**config.mk**
```make
export PLATFORM = sky130hd
export DESIGN_NAME = krfs_cfg
export DESIGN_NICKNAME = d
export VERILOG_FILES = /design/src/hdl/key_range_filter_sort_defines.svh /design/src/hdl/krfs_pkg.sv /design/src/hdl/krfs_cfg.sv
export SDC_FILE = /design/constraint.sdc
export NUM_CORES = 1
export LEC_CHECK = 0
export BUFFER_PORTS_ARGS = -buffer_cell sky130_fd_sc_hd__buf_2
export CORE_ASPECT_RATIO = 0.75
export CORE_MARGIN = 1.5
export CORE_UTILIZATION = 43
export CTS_BUF_LIST = sky130_fd_sc_hd__clkbuf_8 sky130_fd_sc_hd__clkbuf_16
export DETAILED_ROUTE_END_ITERATION = 8
export PLACE_DENSITY_LB_ADDON = 0.12
export SETUP_SLACK_MARGIN = 0.4
export SLEW_MARGIN = 20
export SYNTH_ARGS = -nofsm -noshare
export SYNTH_HDL_FRONTEND = slang
export SYNTH_SLANG_ARGS = --single-unit
```
**constraint.sdc**
```tcl
create_clock -name clk -period 0.9 [get_ports clk]
set_input_delay 0 -clock clk [delete_from_list [all_inputs] [get_ports clk]]
set_output_delay 0 -clock clk [all_outputs]
set_load 0.01 [all_outputs]
```
**src/hdl/key_range_filter_sort_defines.svh**
```systemverilog
// Assertion macros shared by the key range filter sort RTL.
// No dependencies; included by files that carry concurrent checks.
`ifndef KEY_RANGE_FILTER_SORT_DEFINES_SVH
`define KEY_RANGE_FILTER_SORT_DEFINES_SVH

// Check that is held off while reset is asserted.
`define KRFS_ASSERT(lbl, prop, msg) \
  lbl: assert property (@(posedge clk) disable iff (!rst_n) prop) else $error(msg);

// Check that also holds during reset.
`define KRFS_ASSERT_ALWAYS(lbl, prop, msg) \
  lbl: assert property (@(posedge clk) prop) else $error(msg);

`endif

```
**src/hdl/krfs_pkg.sv**
```systemverilog
// Types and constants of the key range filter sort block.
// Used by the configuration registers, the sort cells and the top level.
package krfs_pkg;

  localparam int KEY_W  = 32;
  localparam int PAY_W  = 64;
  localparam int CFG_AW = 3;
  localparam int CFG_DW = 32;

  typedef enum logic {
    REG_LOW_BOUND  = 1'b0,
    REG_HIGH_BOUND = 1'b1
  } cfg_reg_t;

  typedef enum logic {
    KIND_RECORD = 1'b0,
    KIND_END    = 1'b1
  } kind_t;

  typedef struct packed {
    logic             kind;
    logic [KEY_W-1:0] key;
    logic [PAY_W-1:0] payload;
  } in_t;

  typedef struct packed {
    logic [KEY_W-1:0] out_key;
    logic [PAY_W-1:0] out_payload;
    logic             last;
    logic             empty_res;
    logic             overflow;
  } out_t;

  // Broadcast from the controller to every cell of the row.
  typedef struct packed {
    logic             ins;
    logic             shift;
    logic [KEY_W-1:0] key;
  } cell_ctl_t;

endpackage

```
**src/hdl/krfs_cfg.sv**
```systemverilog
// Window bound registers behind the APB-style configuration port.
// Depends on krfs_pkg.
module krfs_cfg
  import krfs_pkg::*;
(
  input  logic              clk,
  input  logic              rst_n,
  input  logic              psel,
  input  logic              penable,
  input  logic              pwrite,
  input  logic [CFG_AW-1:0] paddr,
  input  logic [CFG_DW-1:0] pwdata,
  output logic [CFG_DW-1:0] prdata,
  output logic              pready,
  output logic [KEY_W-1:0]  low_bound,
  output logic [KEY_W-1:0]  high_bound
);

  logic [KEY_W-1:0] low_r, low_nxt;
  logic [KEY_W-1:0] high_r, high_nxt;
  cfg_reg_t         sel;

  assign sel    = cfg_reg_t'(paddr[2]);
  assign pready = 1'b1;

  always_comb begin
    low_nxt  = low_r;
    high_nxt = high_r;
    if (psel && penable && pwrite) begin
      case (sel)
        REG_LOW_BOUND:  low_nxt  = pwdata[KEY_W-1:0];
        REG_HIGH_BOUND: high_nxt = pwdata[KEY_W-1:0];
        default: ;
      endcase
    end
  end

  always_comb begin
    case (sel)
      REG_LOW_BOUND:  prdata = CFG_DW'(low_r);
      REG_HIGH_BOUND: prdata = CFG_DW'(high_r);
      default:        prdata = '0;
    endcase
  end

  always_ff @(posedge clk) begin
    if (!rst_n) begin
      low_r  <= '0;
      high_r <= '1;
    end else begin
      low_r  <= low_nxt;
      high_r <= high_nxt;
    end
  end

  assign low_bound  = low_r;
  assign high_bound = high_r;

endmodule

```
==> metrics.yaml <==
hold_class: "in2reg"
grt_max_degree: 65
cp-end-kind: "primary output"
timing.final.hold_violations: 59
timing.hold.ws_ns: -0.112
io_buffers: 133
ys_seq_area_share_pct: 40.8
die_area_mm2: 0.00784
violations: "hold timing, setup timing"
gp_congestion: 0.799
grt_pass1_wl_mm: 14.5
start_kind: "flip-flop"
track_usage_pct: 23.9
setup_viol: 93
drt_iter0_drc: 113
syn_to_final_growth_pct: 100
startpoint: "low_bound[31]"
die_h_um: 77.0
leakagePower_nw: 2.77
antennaDiodeCount: 0
cp.required_ns: 0.90
drt-vias-per-instance: 4.99
mostFrequentLayoutCell: "buf_6"
syn-num-nets: 358
maxSlewViolCount: 0
max_clock_freq_mhz: 890
min-delay-start: "pwdata[6]"
cap_violations: 0
crit_fanout: 3
wl_mm: 12.4
rr_endpoint: "high_bound[19]"
reg2reg_slack_ns: -0.07
cp_slowest_cell: "dfxtp_4"
antenna_found_initial: 0
layout-drive-gt1-share_pct: 71.9
rsz0062_at_grt: "yes"
numCtsBuffers: 9
timing.rr.start: "high_bound[19]"
drc_errors: 0
initial_utilization_pct: 45.4
cp.arrival_ns: 1.12
grt_pass1_vias: 2948
core_area_mm2: 0.00693
setup.worst_path.class: "reg2out"
cts_tree: "built"
ys.warnings.count: 0
rows: 26
cpPeakStageDelay_ns: 0.37
overflow: 0
powerDensity_mw_per_mm2: 1080
htreeDepth: 3
synth_area_mm2: 0.00314
period_minus_slack_ns: 1.12
synthCells: 318
path_clk_slew_ns: 0.08
final_cell_mix: "buf_6, mux2i_1, dfxtp_2, nor2b_1, nand2_1"
dp.cells: 533
die_w_um: 102
nFillCells: 280
skew_ns: 0
min_period_over_period_pct: 125
hpwl_mm: 5.05
dp_slack_ns: -0.0762
cts_sinks: 64
fin_nets: 597
io_pins: 137
cts-root-buf: "clkbuf_8"
ff2ff_path_depth: 4
outcome: "complete, but fails checks"
ir_drop_mv: 0.951
antenna_left: 0
synth.avg_cell_area_um2: 9.88
synth.distinct_cells: 14
cp_cell_sequence: "mux2_4 -> buf_6"
fin_area_mm2: 0.00630
clk_latency_ns: 0.35
clockBufferDepth: 2
dr.pass1.iters: 4
setup_slack_ns: -0.223
placed_cell_area_mm2: 0.00388
endpoint: "prdata[31]"
ys_ff_latch: 64
fin_tns_setup_ns: -9.44
vias: 3294
final_cells: 660
wl_per_cell_um: 18.8
## metrics by stage
step	hold slack, ns	utilization, %	total power, mW
floorplan	0.142	-	3.54
global placement	0.258	56.0	3.83
detailed placement	0.266	56.0	3.84
CTS	-0.111	79.8	6.50
global route	-0.115	90.9	7.03
finish	-0.112	90.9	6.80
## area by class of cell
cell class	instances	area [µm²]	area share (%)
Sequential cell	64	1370	21.7
Timing Repair Buffer	255	2720	43.1
Multi-Input combinational cell	227	1910	30.4
Clock buffer	10	138	2.18
Clock inverter	6	43.8	0.695
Tap cell	98	123	1.95
## cell usage after synthesis
cell type	instances	area [µm²]
mux2_2	32	360
clkbuf_1	9	33.8
mux2i_1	64	641
buf_6	4	45.0
nand2_1	64	240
conb_1	1	3.75
buf_1	1	3.75
and4_1	1	8.76
and4b_1	1	10.0
buf_2	8	40.0
dfxtp_1	64	1280
buf_12	3	60.1
nor2b_1	64	400
buf_4	2	15.0
## critical path: cells and delay by family, from the launching register on
family	cells	cell delay, ns
buffers and inverters	1	0.12
muxes	1	0.28
DFF	1	0.37
## kinds of logic (layout without fill, tap and decap cells)
logic type	Yosys count	after routing	share of synthesized area, %
AND/OR/NAND/NOR	130	130	21.0
buffers and inverters	27	271	6.29
other	1	1	0.119
flip-flops	64	64	40.8
multiplexers	96	96	31.8
## worst min-delay path by stage
| stage | cells after the start | slack [ns] | to |
|---|---|---|---|
| finish | 3 | -0.11 | low_bound[6] |
| global route | 3 | -0.11 | low_bound[1] |
| CTS | 3 | -0.11 | low_bound[6] |
| detailed placement | 3 | 0.27 | low_bound[9] |
| global placement | 3 | 0.26 | low_bound[16] |
| floorplan | 2 | 0.14 | low_bound[0] |
## state kept, by name, indices dropped and copies added (netlist names)
signal	cells
high_bound	32
low_bound	32
## repair_timing
item | in CTS | in global routing
gates resized for setup | 248 | 100
setup endpoints to repair | 160 | 160
hold endpoints to repair | 64 | 63
buffers inserted | 57 | 52
cloned | 2 | 0
## layer usage
metal,wire length (µm),part of all wire [%],global-route usage (%)
met2,6370,51,41.7
met3,682,5.5,7.38
met1,4990,40,28.1
met5,0,0,0
met4,344,2.8,6.39
## power breakdown
group	switching [mW]	internal (mW)
Clock	1.26	1.08
Combinational	0.605	0.892
Sequential	0.0590	2.90
Total	1.93	4.88
(Power assumes the default switching activity.)
