$ cat src/hdl/key_range_filter_sort_defines.svh
// Assertion macros shared by the key range filter sort RTL.
// No dependencies; included by files that carry concurrent checks.
`ifndef KEY_RANGE_FILTER_SORT_DEFINES_SVH
`define KEY_RANGE_FILTER_SORT_DEFINES_SVH

// Check that is held off while reset is asserted.
`define KRFS_ASSERT(lbl, prop, msg) \
  lbl: assert property (@(posedge clk) disable iff (!rst_n) prop) else $error(msg);

// Check that also holds during reset.
`define KRFS_ASSERT_ALWAYS(lbl, prop, msg) \
  lbl: assert property (@(posedge clk) prop) else $error(msg);

`endif

$ cat src/hdl/krfs_pkg.sv
// Types and constants of the key range filter sort block.
// Used by the configuration registers, the sort cells and the top level.
package krfs_pkg;

  localparam int KEY_W  = 32;
  localparam int PAY_W  = 64;
  localparam int CFG_AW = 3;
  localparam int CFG_DW = 32;

  typedef enum logic {
    REG_LOW_BOUND  = 1'b0,
    REG_HIGH_BOUND = 1'b1
  } cfg_reg_t;

  typedef enum logic {
    KIND_RECORD = 1'b0,
    KIND_END    = 1'b1
  } kind_t;

  typedef struct packed {
    logic             kind;
    logic [KEY_W-1:0] key;
    logic [PAY_W-1:0] payload;
  } in_t;

  typedef struct packed {
    logic [KEY_W-1:0] out_key;
    logic [PAY_W-1:0] out_payload;
    logic             last;
    logic             empty_res;
    logic             overflow;
  } out_t;

  // Broadcast from the controller to every cell of the row.
  typedef struct packed {
    logic             ins;
    logic             shift;
    logic [KEY_W-1:0] key;
  } cell_ctl_t;

endpackage

$ cat src/hdl/krfs_cell.sv
// One cell of the insertion sort row: holds one record and its valid bit.
// Depends on krfs_pkg for the broadcast control struct.
module krfs_cell
  import krfs_pkg::*;
#(
  parameter int PW = 64
) (
  input  logic             clk,
  input  logic             rst_n,
  input  cell_ctl_t        ctl,
  input  logic [PW-1:0]    ins_pay,
  input  logic             prev_v,
  input  logic [KEY_W-1:0] prev_key,
  input  logic [PW-1:0]    prev_pay,
  input  logic             prev_gt,
  input  logic             next_v,
  input  logic [KEY_W-1:0] next_key,
  input  logic [PW-1:0]    next_pay,
  output logic             v,
  output logic [KEY_W-1:0] key,
  output logic [PW-1:0]    pay,
  output logic             gt
);

  logic             v_r, v_nxt;
  logic [KEY_W-1:0] key_r, key_nxt;
  logic [PW-1:0]    pay_r, pay_nxt;

  // An empty cell counts as holding a key above every real key.
  assign gt = !v_r || (key_r > ctl.key);

  always_comb begin
    v_nxt   = v_r;
    key_nxt = key_r;
    pay_nxt = pay_r;
    if (ctl.shift) begin
      v_nxt   = next_v;
      key_nxt = next_key;
      pay_nxt = next_pay;
    end else if (ctl.ins && gt) begin
      // If the left neighbor is also larger, the row moves right by one here.
      if (prev_gt) begin
        v_nxt   = prev_v;
        key_nxt = prev_key;
        pay_nxt = prev_pay;
      end else begin
        v_nxt   = 1'b1;
        key_nxt = ctl.key;
        pay_nxt = ins_pay;
      end
    end
  end

  always_ff @(posedge clk) begin
    if (!rst_n) begin
      v_r <= 1'b0;
    end else begin
      v_r <= v_nxt;
    end
  end

  always_ff @(posedge clk) begin
    key_r <= key_nxt;
    pay_r <= pay_nxt;
  end

  assign v   = v_r;
  assign key = key_r;
  assign pay = pay_r;

endmodule

$ cat config.mk
export PLATFORM = sky130hd
export DESIGN_NAME = krfs_cell
export DESIGN_NICKNAME = d
export VERILOG_FILES = /design/src/hdl/key_range_filter_sort_defines.svh /design/src/hdl/krfs_pkg.sv /design/src/hdl/krfs_cell.sv
export SDC_FILE = /design/constraint.sdc
export NUM_CORES = 1
export LEC_CHECK = 0
export BUFFER_PORTS_ARGS = -buffer_cell sky130_fd_sc_hd__buf_4
export CAP_MARGIN = 20
export CORE_AREA = 2 2 151 153
export CTS_BUF_LIST = sky130_fd_sc_hd__clkbuf_4 sky130_fd_sc_hd__clkbuf_8 sky130_fd_sc_hd__clkbuf_16
export CTS_CLUSTER_DIAMETER = 80
export DETAILED_ROUTE_END_ITERATION = 6
export DIE_AREA = 0 0 153 155
export HOLD_SLACK_MARGIN = 0.12
export PLACE_DENSITY = 0.62
export SYNTH_ARGS = -nofsm -noshare
export SYNTH_HDL_FRONTEND = slang
export SYNTH_SLANG_ARGS = --single-unit
$ cat constraint.sdc
create_clock -name clk -period 3.85 [get_ports clk]
set_input_delay 0.1925 -clock clk [delete_from_list [all_inputs] [get_ports clk]]
set_output_delay 0.1925 -clock clk [all_outputs]
set_load 0.02 [all_outputs]
==> results.cfg <==
[global_routing]
grt_usage_pct = 16.8
grt-ovfl-total = 0
grt_pass1_wl_um = 30900
grt_max_degree = 134
grt_pass1_vias = 5659
antenna_found_initial = 1

[routing]
drtAntennaViolNets = 0
route.detailed.drc = 0
drt_first_iter_violations = 284
vias = 5610
drtPass1Iterations = 4
avgViaCountPerCell = 4.52
wire_per_inst_um = 16.6
wirelength_um = 20600

[die]
fp.dieH_um = 155
io_pins = 393
die_w_um = 153
initial_core_util_pct = 26.0
die-area_um2 = 23700
coreArea_um2 = 22200
rows = 55

[worst_setup_path]
crit_path_end_kind = flop
arrival_ns = 3.05
cp_data_required_time_ns = 3.86
crit_fanout = 55
critPathKind = reg -> reg
start_kind = flop

[sta]
worstMarginPinSlew_ns = 0.994
setup_viol = 0
fmax_mhz = 329
layout_min_cycle_time_ns = 3.04
clock_skew_ns = 0.0152
max-slew-margin-rel_pct = 33.7
fin_crit_sh_pct = 79.1
final_hold_viol_count = 0
setup_tns_ns = 0
slew_violations = 0
grt_setup_unrepaired = no

[clock_network]
cts_buffer_depth = 2
htreeDepth = 3
cts_setup_buffers = 0
insertion_delay_ns = 0.35
clockRootBuffer = clkbuf_16
cts_tree = yes
clkSlewWorstSetupHoldPaths_ns = 0.08
cts_sinks = 97
hold_buffers = 35
numCtsBuffers = 9
post_cts_resized = 0

[layout]
syn2layout_area_growth_pct = 67.0
fin_nets = 1277
drive_above_1_share_pct = 44.7
fin_area_um2 = 9640
final_common_cell = buf_4
final_cell_mix = 395 x buf_4, 102 x nand2_1, 102 x o21ai_0
fillers = 2202

[power_and_ir_drop]
p_leak_nw = 4.66
p_total_w = 0.00316
ir_drop_mv = 0.165
power_per_cell_area_nw_per_um2 = 328

[yosys]
yosysWarnings = 0
synth_top_cell_by_area = edfxtp_1
yosys-top-cells-area = edfxtp_1 50%, mux2i_1 17%, o21ai_0 8.8%
yosysSeqAreaShare_pct = 50.3
syn_area_um2 = 5770
ys_types = 34
avgSynthCellArea_um2 = 10.8
syn_nets = 864
ys_ff_latch = 97
netlist_instances = 537
synth_top_area_share_pct = 49.9

[worst_hold_path]
hold_path_class = in -> reg

[placed_design]
place_area_um2 = 9000
portBuffers = 392
hpwlAfterDp_um = 16300
gp_congestion = 0.762

[run_status]
status = completed

[job]
maxCapViolations = 0
-- where the power goes --
group / leakage, nW / switching, W / internal, W
sequential: 0.995 / 0.0000432 / 0.00130
combinational: 3.53 / 0.000471 / 0.000484
clock: 0.134 / 0.000419 / 0.000444
-- worst max-delay path, stage by stage, from the launching register on --
cell and delay [ns]:
edfxtp_1 0.40, ha_1 0.35, nand4_1 0.18, nor4_2 0.39
a21boi_2 0.23, o31ai_2 0.08, a41oi_2 0.27, a21o_4 0.42
buf_12 0.34
-- final cells by class --
type                       instances  area, µm²  area share, %
clock inverter                     7       51.3          0.532
timing repair buffer             434       3380           35.0
tap                              285        357           3.70
inverter                          35        131           1.36
sequential                        97       2900           30.1
multi-input combinational        373       2590           26.9
antenna                            1       2.50         0.0260
clock buffer                       9        225           2.34
-- kinds of logic (layout without fill, tap and decap cells) --
| group | after synthesis | count (layout) | share of synthesized area (%) |
|---|---|---|---|
| flops | 97 | 97 | 50.3 |
| compound gates | 125 | 125 | 12.1 |
| other cells | 0 | 1 | 0 |
| mux | 96 | 96 | 16.6 |
| buf+inv | 67 | 485 | 4.92 |
| fa+ha+maj | 32 | 32 | 6.93 |
| simple gates | 120 | 120 | 9.14 |
-- per-layer routing --
layer	routed length (µm)	track usage [%]
met5	0	0
met4	366	4.81
met3	1880	5.88
met2	10400	29.5
met1	7920	19.4
-- metrics by stage --
step           util [%]  hold slack [ns]  worst slack (ns)  instances
2_1_floorplan         -            0.331             0.243        537
3_3_place_gp       40.5            0.461             0.808       1188
3_5_place_dp       40.5            0.474             0.739       1188
4_1_cts            43.3            0.122             0.736       1239
5_1_grt            43.4            0.126             0.581       1241
6_report           43.4            0.133             0.807       1241
-- state kept, by name (all words and copies together), names as in the netlist --
name	cells
key	32
v	1
pay	64
-- synth_stat cells --
library cell / count
nand4_2: 1
nand2b_2: 1
a21o_1: 2
ha_1: 32
a311oi_2: 1
dfxtp_1: 1
nor2b_1: 1
a31oi_1: 1
mux2i_1: 96
a21oi_2: 1
a21o_4: 1
nor3_1: 2
and4_2: 2
nand4_1: 3
a211oi_1: 3
buf_2: 10
nor2_1: 1
nor4_2: 1
and4_4: 1
a21boi_2: 1
a21oi_1: 7
clkbuf_8: 2
edfxtp_1: 96
o21ai_0: 102
o22ai_1: 2
nand3_1: 4
a221o_1: 1
nand2_1: 102
o31ai_2: 1
a41oi_2: 1
nor4_4: 1
clkbuf_1: 20
inv_1: 35
o211ai_1: 1
-- path summary, 6_finish.rpt --
path	startpoint	end	slack (ns)	cells past startpoint
hold / removal	next_pay[45]	pay[45]$_DFFE_PP_	0.13	3
setup / recovery	key[14]$_DFFE_PP_	pay[6]$_DFFE_PP_	0.81	8
hold reg to reg	v$_SDFFE_PN0P_	v$_SDFFE_PN0P_	0.67	2
setup reg to reg	key[14]$_DFFE_PP_	pay[6]$_DFFE_PP_	0.81	8
No activity file was read; power rests on OpenSTA's default activity.
